File: src/rtl/agrac_pkg.sv
// Shared types, register codes and calibration constants for the ADC averaging block.
`timescale 1ns / 1ps

package agrac_pkg;

	// Field widths of the channels.
	localparam int RAW_W = 13;
	localparam int CAL_W = 16;
	localparam int CFG_IDX_W = 2;
	localparam int CFG_DATA_W = 16;

	typedef logic [CFG_IDX_W-1:0] cfg_idx_t;

	// Configuration register indexes.
	localparam cfg_idx_t REG_JUMP_THRESHOLD = 2'd0;
	localparam cfg_idx_t REG_DISCARD_LIMIT = 2'd1;
	localparam cfg_idx_t REG_SLOPE = 2'd2;
	localparam cfg_idx_t REG_OFFSET = 2'd3;

	// Register widths and reset values.
	localparam int THR_W = 12;
	localparam int LIM_W = 4;
	localparam int RUN_W = 5;
	localparam logic [THR_W-1:0] THR_RESET = 12'd5;
	localparam logic [LIM_W-1:0] LIM_RESET = 4'd5;
	localparam logic signed [15:0] SLOPE_RESET = 16'sd10000;
	localparam logic signed [15:0] OFFSET_RESET = 16'sd0;

	// Calibration: n = avg*slope + 10*offset + 5000, result = n / 10000.
	// The numerator is signed and below 2^28 in magnitude.
	localparam int CAL_NUM_W = 30;
	localparam int CAL_OFF_SCALE = 10;
	localparam int CAL_ROUND = 5000;
	// Division of a 28-bit value by 10000 as a multiply by ceil(2^42 / 10000).
	localparam int CAL_POS_W = 28;
	localparam int CAL_RECIP_W = 29;
	localparam int CAL_SHIFT = 42;
	localparam logic [CAL_RECIP_W-1:0] CAL_RECIP = 29'd439804652;
	localparam int CAL_PROD_W = CAL_POS_W + CAL_RECIP_W;
	// The quotient never exceeds 26843, so 15 bits hold it and no clamp is needed.
	localparam int CAL_Q_W = 15;

endpackage

File: src/rtl/agrac_sample_if.sv
// Sample channel interface carrying one raw ADC code per item.
`timescale 1ns / 1ps

interface agrac_sample_if;
	logic valid;
	logic ready;
	logic [agrac_pkg::RAW_W-1:0] raw_code;

	modport source (output valid, output raw_code, input ready);
	modport sink (input valid, input raw_code, output ready);
endinterface

File: src/rtl/agrac_result_if.sv
// Result channel interface carrying the block average and the calibrated value.
`timescale 1ns / 1ps

interface agrac_result_if;
	logic valid;
	logic ready;
	logic signed [agrac_pkg::RAW_W-1:0] block_average;
	logic [agrac_pkg::CAL_W-1:0] calibrated_value;

	modport source (output valid, output block_average, output calibrated_value, input ready);
	modport sink (input valid, input block_average, input calibrated_value, output ready);
endinterface

File: src/rtl/agrac_cfg_if.sv
// Configuration write channel interface: register index and write data.
`timescale 1ns / 1ps

interface agrac_cfg_if;
	logic valid;
	logic ready;
	agrac_pkg::cfg_idx_t index;
	logic [agrac_pkg::CFG_DATA_W-1:0] data;

	modport source (output valid, output index, output data, input ready);
	modport sink (input valid, input index, input data, output ready);
endinterface

File: src/rtl/adc_glitch_reject_average_calibrate.sv
// ADC glitch filter with block averaging and linear calibration (top level).
`timescale 1ns / 1ps
// Usage:
// Raw 13-bit two's complement ADC codes arrive as items on the samples channel.
// A negative code is folded to its magnitude, then a jump filter replaces codes
// that leave the window of +/- jump_threshold around the last accepted sample,
// until discard_limit replacements in a row have been made in one direction.
// Filtered samples are summed; every AVERAGE_COUNT-th item produces one result
// item on the results channel with the floor average and the calibrated value
// round(avg*slope/10000 + offset/1000), clamped at zero. Other items give none.
// Throughput: one sample item per cycle, except while a block-closing item waits
// as described below. The sample stage updates its state in the cycle of
// acceptance; the result then goes through the registered stages sum register,
// average multiply, calibration multiply, reciprocal multiply and output register.
// When the receiver stalls, the result pipeline holds its items; samples keep
// flowing, and only the item that closes a block waits while the first result
// stage cannot take its sum.
// The cfg channel is always ready; writes are registered and should be made
// while no sample or result is in flight.
// Reset (arst_n low) restores the register defaults, clears the filter state,
// the running sum and the sample count, and empties the result pipeline.

module adc_glitch_reject_average_calibrate #(
	parameter int AVERAGE_COUNT = 16
) (
	input logic clk,
	input logic arst_n,
	agrac_sample_if.sink samples,
	agrac_result_if.source results,
	agrac_cfg_if.sink cfg
);

	localparam int RawW = agrac_pkg::RAW_W;
	localparam int RunW = agrac_pkg::RUN_W;
	localparam int CntW = $clog2(AVERAGE_COUNT);
	// The sum spans -4096*N .. 4095*N.
	localparam int SumW = RawW + CntW;
	// Floor division of the biased sum by N as an exact reciprocal multiply.
	localparam int DivK = SumW + CntW;
	localparam longint DivM = ((longint'(1) <<< DivK) + AVERAGE_COUNT - 1) / AVERAGE_COUNT;
	localparam int MulW = SumW + 2;
	localparam int DivPW = SumW + MulW;
	localparam logic [MulW-1:0] DivMul = MulW'(DivM);
	localparam logic [SumW-1:0] SumBias = SumW'(longint'(4096) * AVERAGE_COUNT);
	localparam logic [CntW-1:0] CntLast = CntW'(AVERAGE_COUNT - 1);
	localparam int NumW = agrac_pkg::CAL_NUM_W;
	localparam logic signed [RunW-1:0] RunMin = {1'b1, {(RunW-1){1'b0}}};

	// Configuration registers.
	logic [agrac_pkg::THR_W-1:0] thr_q;
	logic [agrac_pkg::LIM_W-1:0] lim_q;
	logic signed [15:0] slope_q;
	logic signed [15:0] offset_q;

	// Filter and accumulator state.
	logic signed [RawW-1:0] last_q;
	logic signed [RunW-1:0] run_q;
	logic signed [SumW-1:0] sum_q;
	logic [CntW-1:0] cnt_q;

	// Result pipeline.
	logic v_s1, v_s2, v_s3, v_s4, out_v_q;
	logic signed [SumW-1:0] sum_s1;
	logic [DivPW-1:0] dprod_s2;
	logic signed [RawW-1:0] avg_s3, avg_s4;
	logic signed [NumW-1:0] n_s3;
	logic [agrac_pkg::CAL_PROD_W-1:0] cprod_s4;
	logic signed [RawW-1:0] out_avg_q;
	logic [agrac_pkg::CAL_W-1:0] out_cal_q;

	logic out_free, ld4, ld3, ld2, ld1;
	logic acc, closing;

	// Filter datapath.
	logic signed [RawW-1:0] samp;
	logic signed [RawW:0] samp_x, last_x, thr_x, lo_lim, hi_lim;
	logic signed [RunW-1:0] lim_x;
	logic go_below, go_above;
	logic signed [RawW-1:0] filt;
	logic signed [RunW-1:0] run_d;
	logic signed [SumW-1:0] sum_d;

	// Calibration datapath.
	logic [SumW-1:0] div_x;
	logic [RawW-1:0] div_q;
	logic signed [RawW-1:0] avg_d;
	logic signed [NumW-1:0] avg_w, slope_w, off_w, n_d;

	// Each stage takes a new item when it is empty or its item moves on.
	assign out_free = !out_v_q || results.ready;
	assign ld4 = !v_s4 || out_free;
	assign ld3 = !v_s3 || ld4;
	assign ld2 = !v_s2 || ld3;
	assign ld1 = !v_s1 || ld2;

	// Only the item that closes a block needs room in the first result stage.
	assign samples.ready = (cnt_q != CntLast) || ld1;
	assign acc = samples.valid && samples.ready;
	assign closing = cnt_q == CntLast;

	assign cfg.ready = 1'b1;

	always_comb begin
		// The two's complement negation of a negative code is its magnitude;
		// the most negative code maps onto itself and stays -4096.
		samp = samples.raw_code[RawW-1] ? $signed(-samples.raw_code) : $signed(samples.raw_code);
		samp_x = (RawW+1)'(samp);
		last_x = (RawW+1)'(last_q);
		thr_x = $signed({2'b00, thr_q});
		lo_lim = last_x - thr_x;
		hi_lim = last_x + thr_x;
		lim_x = $signed({1'b0, lim_q});
		go_below = (samp_x < lo_lim) && (run_q > -lim_x);
		go_above = !go_below && (samp_x > hi_lim) && (run_q < lim_x);
		// A replacement against the current run direction stops at zero.
		if (go_below) begin
			filt = last_q;
			run_d = (run_q > 0) ? '0 : run_q - RunW'(1);
		end else if (go_above) begin
			filt = last_q;
			run_d = (run_q < 0) ? '0 : run_q + RunW'(1);
		end else begin
			filt = samp;
			run_d = '0;
		end
		sum_d = sum_q + SumW'(filt);
	end

	always_comb begin
		div_x = $unsigned(sum_s1) + SumBias;
		div_q = dprod_s2[DivK +: RawW];
		// Quotient of the biased sum minus 4096 is the floor average.
		avg_d = $signed(div_q - RawW'(4096));
		avg_w = NumW'(avg_d);
		slope_w = NumW'(slope_q);
		off_w = NumW'(offset_q);
		n_d = avg_w * slope_w + off_w * NumW'(agrac_pkg::CAL_OFF_SCALE)
			+ NumW'(agrac_pkg::CAL_ROUND);
	end

	always_ff @(posedge clk or negedge arst_n) begin
		if (!arst_n) begin
			thr_q <= agrac_pkg::THR_RESET;
			lim_q <= agrac_pkg::LIM_RESET;
			slope_q <= agrac_pkg::SLOPE_RESET;
			offset_q <= agrac_pkg::OFFSET_RESET;
		end else if (cfg.valid) begin
			case (cfg.index)
				agrac_pkg::REG_JUMP_THRESHOLD: thr_q <= cfg.data[agrac_pkg::THR_W-1:0];
				agrac_pkg::REG_DISCARD_LIMIT: lim_q <= cfg.data[agrac_pkg::LIM_W-1:0];
				agrac_pkg::REG_SLOPE: slope_q <= $signed(cfg.data);
				agrac_pkg::REG_OFFSET: offset_q <= $signed(cfg.data);
				default: ;
			endcase
		end
	end

	always_ff @(posedge clk or negedge arst_n) begin
		if (!arst_n) begin
			last_q <= '0;
			run_q <= '0;
			sum_q <= '0;
			cnt_q <= '0;
		end else if (acc) begin
			last_q <= filt;
			run_q <= run_d;
			if (closing) begin
				sum_q <= '0;
				cnt_q <= '0;
			end else begin
				sum_q <= sum_d;
				cnt_q <= cnt_q + CntW'(1);
			end
		end
	end

	always_ff @(posedge clk or negedge arst_n) begin
		if (!arst_n) begin
			v_s1 <= 1'b0;
			v_s2 <= 1'b0;
			v_s3 <= 1'b0;
			v_s4 <= 1'b0;
			out_v_q <= 1'b0;
		end else begin
			if (ld1) v_s1 <= acc && closing;
			if (ld2) v_s2 <= v_s1;
			if (ld3) v_s3 <= v_s2;
			if (ld4) v_s4 <= v_s3;
			if (out_free) out_v_q <= v_s4;
		end
	end

	always_ff @(posedge clk) begin
		if (ld1) sum_s1 <= sum_d;
		if (ld2) dprod_s2 <= DivPW'(div_x) * DivPW'(DivMul);
		if (ld3) begin
			avg_s3 <= avg_d;
			n_s3 <= n_d;
		end
		if (ld4) begin
			avg_s4 <= avg_s3;
			// A negative numerator calibrates to zero.
			cprod_s4 <= n_s3[NumW-1] ? '0 :
				agrac_pkg::CAL_PROD_W'(n_s3[agrac_pkg::CAL_POS_W-1:0])
				* agrac_pkg::CAL_PROD_W'(agrac_pkg::CAL_RECIP);
		end
		if (out_free) begin
			out_avg_q <= avg_s4;
			out_cal_q <= {1'b0, cprod_s4[agrac_pkg::CAL_SHIFT +: agrac_pkg::CAL_Q_W]};
		end
	end

	assign results.valid = out_v_q;
	assign results.block_average = out_avg_q;
	assign results.calibrated_value = out_cal_q;

`ifndef SYNTH
	// The sample side only stalls on a closing item whose sum has no room.
	a_stall_cause: assert property (@(posedge clk) disable iff (!arst_n)
		!samples.ready |-> (cnt_q == CntLast && v_s1 && !ld2))
		else $error("sample stall without a blocked closing item");

	// Closing a block hands the sum to the result pipeline and restarts it.
	a_block_wrap: assert property (@(posedge clk) disable iff (!arst_n)
		(acc && closing) |=> (v_s1 && cnt_q == '0 && sum_q == '0))
		else $error("block close did not restart the accumulator");

	// The run counter stays within the largest discard limit.
	a_run_range: assert property (@(posedge clk) disable iff (!arst_n)
		run_q != RunMin)
		else $error("run counter out of range");
`endif

endmodule
File: src/flat_wrapper.sv
// flat-port wrapper written by rule: the top's interface ports become plain ports
module adc_glitch_reject_average_calibrate_flat 
#(
	parameter int AVERAGE_COUNT = 16
)
  (clk, arst_n, samples_valid, samples_raw_code, samples_ready, results_valid, results_block_average, results_calibrated_value, results_ready, cfg_valid, cfg_index, cfg_data, cfg_ready);
  agrac_sample_if samples_i ();
  agrac_result_if results_i ();
  agrac_cfg_if cfg_i ();
  input logic clk;
  input logic arst_n;
  input wire logic [$bits(samples_i.valid)-1:0] samples_valid;
  input wire logic [$bits(samples_i.raw_code)-1:0] samples_raw_code;
  output wire logic [$bits(samples_i.ready)-1:0] samples_ready;
  output wire logic [$bits(results_i.valid)-1:0] results_valid;
  output wire logic [$bits(results_i.block_average)-1:0] results_block_average;
  output wire logic [$bits(results_i.calibrated_value)-1:0] results_calibrated_value;
  input wire logic [$bits(results_i.ready)-1:0] results_ready;
  input wire logic [$bits(cfg_i.valid)-1:0] cfg_valid;
  input wire logic [$bits(cfg_i.index)-1:0] cfg_index;
  input wire logic [$bits(cfg_i.data)-1:0] cfg_data;
  output wire logic [$bits(cfg_i.ready)-1:0] cfg_ready;
  assign samples_i.valid = samples_valid;
  assign samples_i.raw_code = samples_raw_code;
  assign samples_ready = samples_i.ready;
  assign results_valid = results_i.valid;
  assign results_block_average = results_i.block_average;
  assign results_calibrated_value = results_i.calibrated_value;
  assign results_i.ready = results_ready;
  assign cfg_i.valid = cfg_valid;
  assign cfg_i.index = cfg_index;
  assign cfg_i.data = cfg_data;
  assign cfg_ready = cfg_i.ready;
  adc_glitch_reject_average_calibrate #(.AVERAGE_COUNT(AVERAGE_COUNT)) u_core (.clk(clk), .arst_n(arst_n), .samples(samples_i), .results(results_i), .cfg(cfg_i));
endmodule
File: config.mk
export PLATFORM = sky130hd
export DESIGN_NAME = adc_glitch_reject_average_calibrate_flat
export DESIGN_NICKNAME = d
export VERILOG_FILES = /design/src/rtl/agrac_pkg.sv /design/src/rtl/agrac_sample_if.sv /design/src/rtl/agrac_result_if.sv /design/src/rtl/agrac_cfg_if.sv /design/src/rtl/adc_glitch_reject_average_calibrate.sv /design/src/flat_wrapper.sv
export SDC_FILE = /design/constraint.sdc
export NUM_CORES = 2
export LEC_CHECK = 0
export BUFFER_PORTS_ARGS = -buffer_cell sky130_fd_sc_hd__buf_2
export CELL_PAD_IN_SITES_DETAIL_PLACEMENT = 1
export CELL_PAD_IN_SITES_GLOBAL_PLACEMENT = 2
export CORE_ASPECT_RATIO = 1.1
export CORE_UTILIZATION = 47
export CTS_CLUSTER_DIAMETER = 50
export DETAILED_ROUTE_END_ITERATION = 10
export PLACE_DENSITY_LB_ADDON = 0.1
export SYNTH_ARGS = -nofsm -noshare
export SYNTH_HDL_FRONTEND = slang
export SYNTH_SLANG_ARGS = --single-unit
File: constraint.sdc
create_clock -name clk -period 17.4 [get_ports clk]
set_input_delay 3.48 -clock clk [delete_from_list [all_inputs] [get_ports clk]]
set_output_delay 3.48 -clock clk [all_outputs]
set_load 0.005 [all_outputs]
Word-level counts from Yosys, hierarchy flattened
Cells that the tools add are included.
{"block": "op_classes", "addsub": 12, "mul": 3, "n_lt_le_gt_ge": 6, "eq_ne": 5, "n_mux": 9, "reduce_logical": 22}
{"operator": "multiplier 28 x 27 -> 55 bit (second input constant)", "n": 1}
{"operator": "2-to-1 mux 13 bit", "n": 3}
{"operator": "adder 30 x 14 -> 30 bit (second input constant)", "n": 1}
{"operator": "adder 30 bit", "n": 1}
{"operator": "multiplier 13 x 16 -> 29 bit", "n": 1}
{"operator": "multiplier 16 x 4 -> 20 bit (second input constant)", "n": 1}
{"operator": "2-to-1 mux 5 bit", "n": 4}
{"operator": "adder 17 x 13 -> 17 bit", "n": 1}
{"operator": "adder 17 bit (second input constant)", "n": 1}
{"operator": "2-to-1 mux 17 bit", "n": 1}
{"operator": "adder 13 x 13 -> 14 bit", "n": 1}
{"operator": "greater-than comparator 13 x 14 -> 1 bit", "n": 1}
{"operator": "< comparator 13 x 14 -> 1 bit", "n": 1}
{"operator": "subtractor 13 x 13 -> 14 bit", "n": 1}
{"operator": "negation 13 bit", "n": 1}
{"operator": "subtractor 13 bit (second input constant)", "n": 1}
{"operator": "AND reduction 2 bit", "n": 4}
{"operator": "zero test 1 bit", "n": 6}
{"operator": "logical OR 1 bit", "n": 6}
{"operator": "adder 5 x 1 -> 5 bit (second input constant)", "n": 1}
{"operator": "greater-than comparator 5 x 1 -> 1 bit (second input constant)", "n": 1}
{"operator": "greater-than comparator 5 bit", "n": 1}
{"operator": "logical AND 1 bit", "n": 5}
{"operator": "< comparator 5 x 1 -> 1 bit (second input constant)", "n": 1}
{"operator": "other kinds (10)", "n": 11}
{"block": "word_totals", "reg_bits": 265, "input_bits": 36, "out_inout_bits": 32, "elab_cells": 78}

Logic depth before layout (Yosys ltp)
{"block": "depth", "depth_word": 11, "depth_mapped": 35, "depth_no_buf": 34}

Worst setup path before layout
Ideal clock, no wire load.
{"block": "synth_timing", "path_type": "input-to-reg", "from": "input port samples_raw_code[5]", "to": "register u_core.sum_s1[16], data pin", "setup_time_ps": 259, "t_arrival_ps": 9095, "t_required_ps": 17141, "setup_slack_ps": 8046, "cell_stages": 22, "path_buffers": 1, "path_cell_list": "or4_1 or3_1 nor4b_1 ha_1 nand3_1 nor2_1 nand2_1 o211ai_1 o221ai_1 a21boi_1 buf_2 mux2_2 fa_1 a21o_1 a21oi_2 o21bai_1 a2111o_1 a31oi_4 nor3_2 a2111oi_4 xor2_1 xnor2_1"}
{"block": "synth_via", "elab_chain_cells": 10, "word_cells_on_any_way": 11, "classes_between": "add/sub: 2; order compare: 2; mux: 3; reduce/logical: 4"}
{"element": "from (decl)", "line": "flat_wrapper.sv:13", "text": "input wire logic [$bits(samples_i.raw_code)-1:0] samples_raw_code;"}
{"element": "negation 13 bit", "line": "adc_glitch_reject_average_calibrate.sv:106", "text": "samp = samples.raw_code[RawW-1] ? $signed(-samples.raw_code) : $signed(samples.raw_code);"}
{"element": "2-to-1 mux 13 bit *", "line": "adc_glitch_reject_average_calibrate.sv:106"}
{"element": "< comparator 13 x 14 -> 1 bit", "line": "adc_glitch_reject_average_calibrate.sv:113", "text": "go_below = (samp_x < lo_lim) && (run_q > -lim_x);"}
{"element": "logical AND 1 bit", "line": "adc_glitch_reject_average_calibrate.sv:113"}
{"element": "zero test 1 bit", "line": "adc_glitch_reject_average_calibrate.sv:114", "text": "go_above = !go_below && (samp_x > hi_lim) && (run_q < lim_x);"}
{"element": "logical AND 1 bit (2 in series)", "line": "adc_glitch_reject_average_calibrate.sv:114"}
{"element": "2-to-1 mux 13 bit", "line": "adc_glitch_reject_average_calibrate.sv:119", "text": "end else if (go_above) begin"}
{"element": "2-to-1 mux 13 bit *", "line": "adc_glitch_reject_average_calibrate.sv:116", "text": "if (go_below) begin"}
{"element": "named net u_core.filt[1]", "line": "adc_glitch_reject_average_calibrate.sv:79", "text": "logic signed [RawW-1:0] filt;"}
{"element": "adder 17 x 13 -> 17 bit *", "line": "adc_glitch_reject_average_calibrate.sv:126", "text": "sum_d = sum_q + SumW'(filt);"}
{"element": "named net u_core.sum_d[16]", "line": "adc_glitch_reject_average_calibrate.sv:81", "text": "logic signed [SumW-1:0] sum_d;"}
{"element": "to (signal assigned)", "line": "adc_glitch_reject_average_calibrate.sv:194", "text": "if (ld1) sum_s1 <= sum_d;"}
{"element": "to (decl)", "line": "adc_glitch_reject_average_calibrate.sv:63", "text": "logic signed [SumW-1:0] sum_s1;"}
The timed path passes the listed nets; every way through them passes the cells marked *.
A chain may end at the register's enable or synchronous reset.

Final worst setup path
Ends and elaborated chain as after synthesis.

==> flow_summary.toml <==
[outcome]
outcome = "complete, no violations"

[sta]
fin_crit_sh = 0.516
final.setup_skew_ns = 0.0201
hold_ws_ns = 0.412
fin_tns_setup_ns = 0
period_minus_slack_ns = 8.98
relSlewSlack = 0.142
final_hold_viol_count = 0
finalMaxSlewViolations = 0
max_freq_mhz = 111
setup_viol = 0
rsz0062_at_grt = "false"
tightestPinTransition_ns = 1.28

[routing]
ant_nets = 0
routed.top_layer = "met4"
firstDrtPassIters = 5
vias = 22500
routedLengthMet1_um = 37200
drt-initial-drc-count = 815
route.met2.wl_um = 47100
wire_per_inst_um = 20.8
routed_wl_um = 88400
drc = 0
dr_wl_met3_um = 1870
viasPerCell = 5.28

[min_path]
hold_class = "flip-flop to flip-flop"
hp-start = "u_core.avg_s4[12]"
min_path_cells = 0
worstHoldEndpoint = "u_core.results.block_average[12]"

[yosys]
syn_nets = 4320
synth_area_leader_cell = "fa_1"
yosysSeqAreaShare = 0.181
muxShareOfSynthArea = 0.0178
syn_area_um2 = 33300
yosysUniqueCellTypes = 73
async_flop_share = 0.426
synth.top_cells.by_count = "770 x inv_1, 539 x fa_1, 509 x ha_1"
synth_fa_ha_area_frac = 0.515
synthCells = 3236
synth_warnings = 0
synth_compound_gate_area_share = 0.0755
synth.most_common_cell = "inv_1"
ys_seq_elements = 216
synth-xor-area-share = 0.0329
synthFlopType = "edfxtp_1"
avgSynthCellArea_um2 = 10.3
synthSimpleGateAreaFrac = 0.0842
synth_edf_count = 124
synth_top_family_by_area = "adder cells"
synth.area.top_cells = "fa_1 32%, ha_1 19%, edfxtp_1 11%, inv_1 8.7%, dfrtp_1 6.2%"
synth_top_area_frac = 0.324

[critical_path]
r2r-end = "u_core.n_s3[29]"
crit_path_frequent_cell = "buf_4"
critPathMaxStageDelay_ns = 0.57
crit_fanout = 15
crit_required_ns = 17.69
endpoint_kind = "flip-flop"
cpMaxStageDelayCell = "or4_1"
crit_path_start = "samples_raw_code[5]"
critPathArrivalTime_ns = 9.27
r2r_slack_ns = 8.81
crit_type = "primary input to flip-flop"
ff2ff_path_depth = 28
cp-start-kind = "primary input"
r2r_start = "u_core.dprod_s2[22]"

[clock_network]
cts_hold_buf = 0
clockBufferDepth = 3
cts_tree = "yes"
cts.sinks = 216
cts-buffers-inserted = 35
cts.repair.resized = 0
clkLatencyLatePin_ns = 0.54
cts_root_buf = "clkbuf_16"
post-cts-setup-buffers = 0
htreeDepth = 2
clkTransAtPathRegs_ns = 0.06

[global_routing]
grt_pass1_vias = 26300
antenna_found_initial = 1
grt_pass1_wl_um = 144000
gr-total-overflow = 0
grt_max_degree = 54
gr-usage-all-layers = 0.258

[floorplanning]
die_area_um2 = 71900
die_y_um = 281
die_w_um = 256
rows = 101
io_pins = 68
initial_utilization = 0.479
core_area_um2 = 69500

[cells_and_area]
multiInputGateArea_um2 = 24200
drive_above_1_share = 0.0661
design_area_um2 = 35900
final_nets = 4385
n_antenna_cell = 0
fill_cells = 7695
areaGrowthSynthToFinish_pct = 7.67
register_area_um2 = 6040

[placed_design]
hpwlAfterDp_um = 75200
place.gp.congestion = 0.906
port_buffers = 65
post_dp_cell_area_um2 = 34700

[flow_run]
drv_cap = 0
==> placed cells by master (no fill, tap or decap), types with 30 or more instances in the layout <==
cell type,Yosys,final
fa_1,539,539
and2_1,95,95
o21ai_0,100,100
mux2_2,51,51
nand2_1,220,220
xor2_1,33,33
ha_1,509,509
inv_1,770,769
xnor2_1,92,92
nor3_1,34,34
a21oi_1,106,106
clkbuf_16,0,36
a21o_1,38,38
buf_2,1,64
nor2_1,99,99
dfrtp_1,83,83
nand3_1,30,30
edfxtp_1,124,124
==> kinds of logic (layout without fill, tap and decap cells) <==
logic type | after synthesis | count (layout)
fa+ha+maj | 1048 | 1048
buf+inv | 820 | 912
simple gates | 584 | 584
compound gates | 388 | 388
flops | 216 | 216
xor+xnor | 125 | 125
mux | 53 | 53
other cells | 2 | 2
==> flip-flops by register name, indices dropped and copies added, names as in the netlist, 4 cells and up <==
name,flops
u_core.slope_q,16
u_core.results.calibrated_value,15
u_core.dprod_s2,13
u_core.cprod_s4,15
u_core.cnt_q,4
u_core.thr_q,12
u_core.sum_q,17
u_core.n_s3,29
u_core.sum_s1,13
u_core.run_q,5
u_core.avg_s4,13
u_core.results.block_average,13
u_core.offset_q,16
u_core.last_q,13
u_core.lim_q,4
u_core.avg_s3,13
==> worst max path at each step <==
stage,end,slack [ns],cells after the start
6_report,u_core.sum_s1[16],8.42,25
5_1_grt,u_core.sum_s1[16],8.03,25
4_1_cts,u_core.sum_q[16],8.38,26
3_5_place_dp,u_core.sum_s1[16],7.84,25
3_3_place_gp,u_core.sum_s1[16],7.99,24
2_1_floorplan,u_core.sum_s1[16],8.05,22
==> final cells by class <==
type,count,area share
Clock buffer,39,0.0257
Clock inverter,25,0.00653
Inverter,770,0.0806
Multi-Input combinational cell,2200,0.674
Sequential cell,216,0.168
Tap cell,927,0.0324
Timing Repair Buffer,78,0.0119
==> routing by layer <==
metal,track usage,vias up
li1,-,10400
met1,0.310,11700
met2,0.494,237
met3,0.0208,105
met4,0.0666,0
met5,0,-
==> metrics by stage <==
step	std cells	worst slack, ns	util
after floorplan	3236	8.05	-
final	4255	8.42	0.516
after global routing	4255	8.03	0.516
after CTS	4255	8.38	0.516
after global placement	4190	7.99	0.499
after detailed placement	4191	7.84	0.499
==> critical path: cells and delay by family <==
family / cells / cell delay (ns)
XOR/XNOR: 2 / 0.33
buffers and inverters: 3 / 0.62
multiplexers: 1 / 0.41
AND/OR/NAND/NOR: 8 / 1.87
adder cells (fa/ha/maj): 2 / 0.62
AO/OA/AOI/OAI: 9 / 1.91
Power is not shown: default switching activity piles up to over one toggle a cycle in this logic, so the estimate is an artifact.
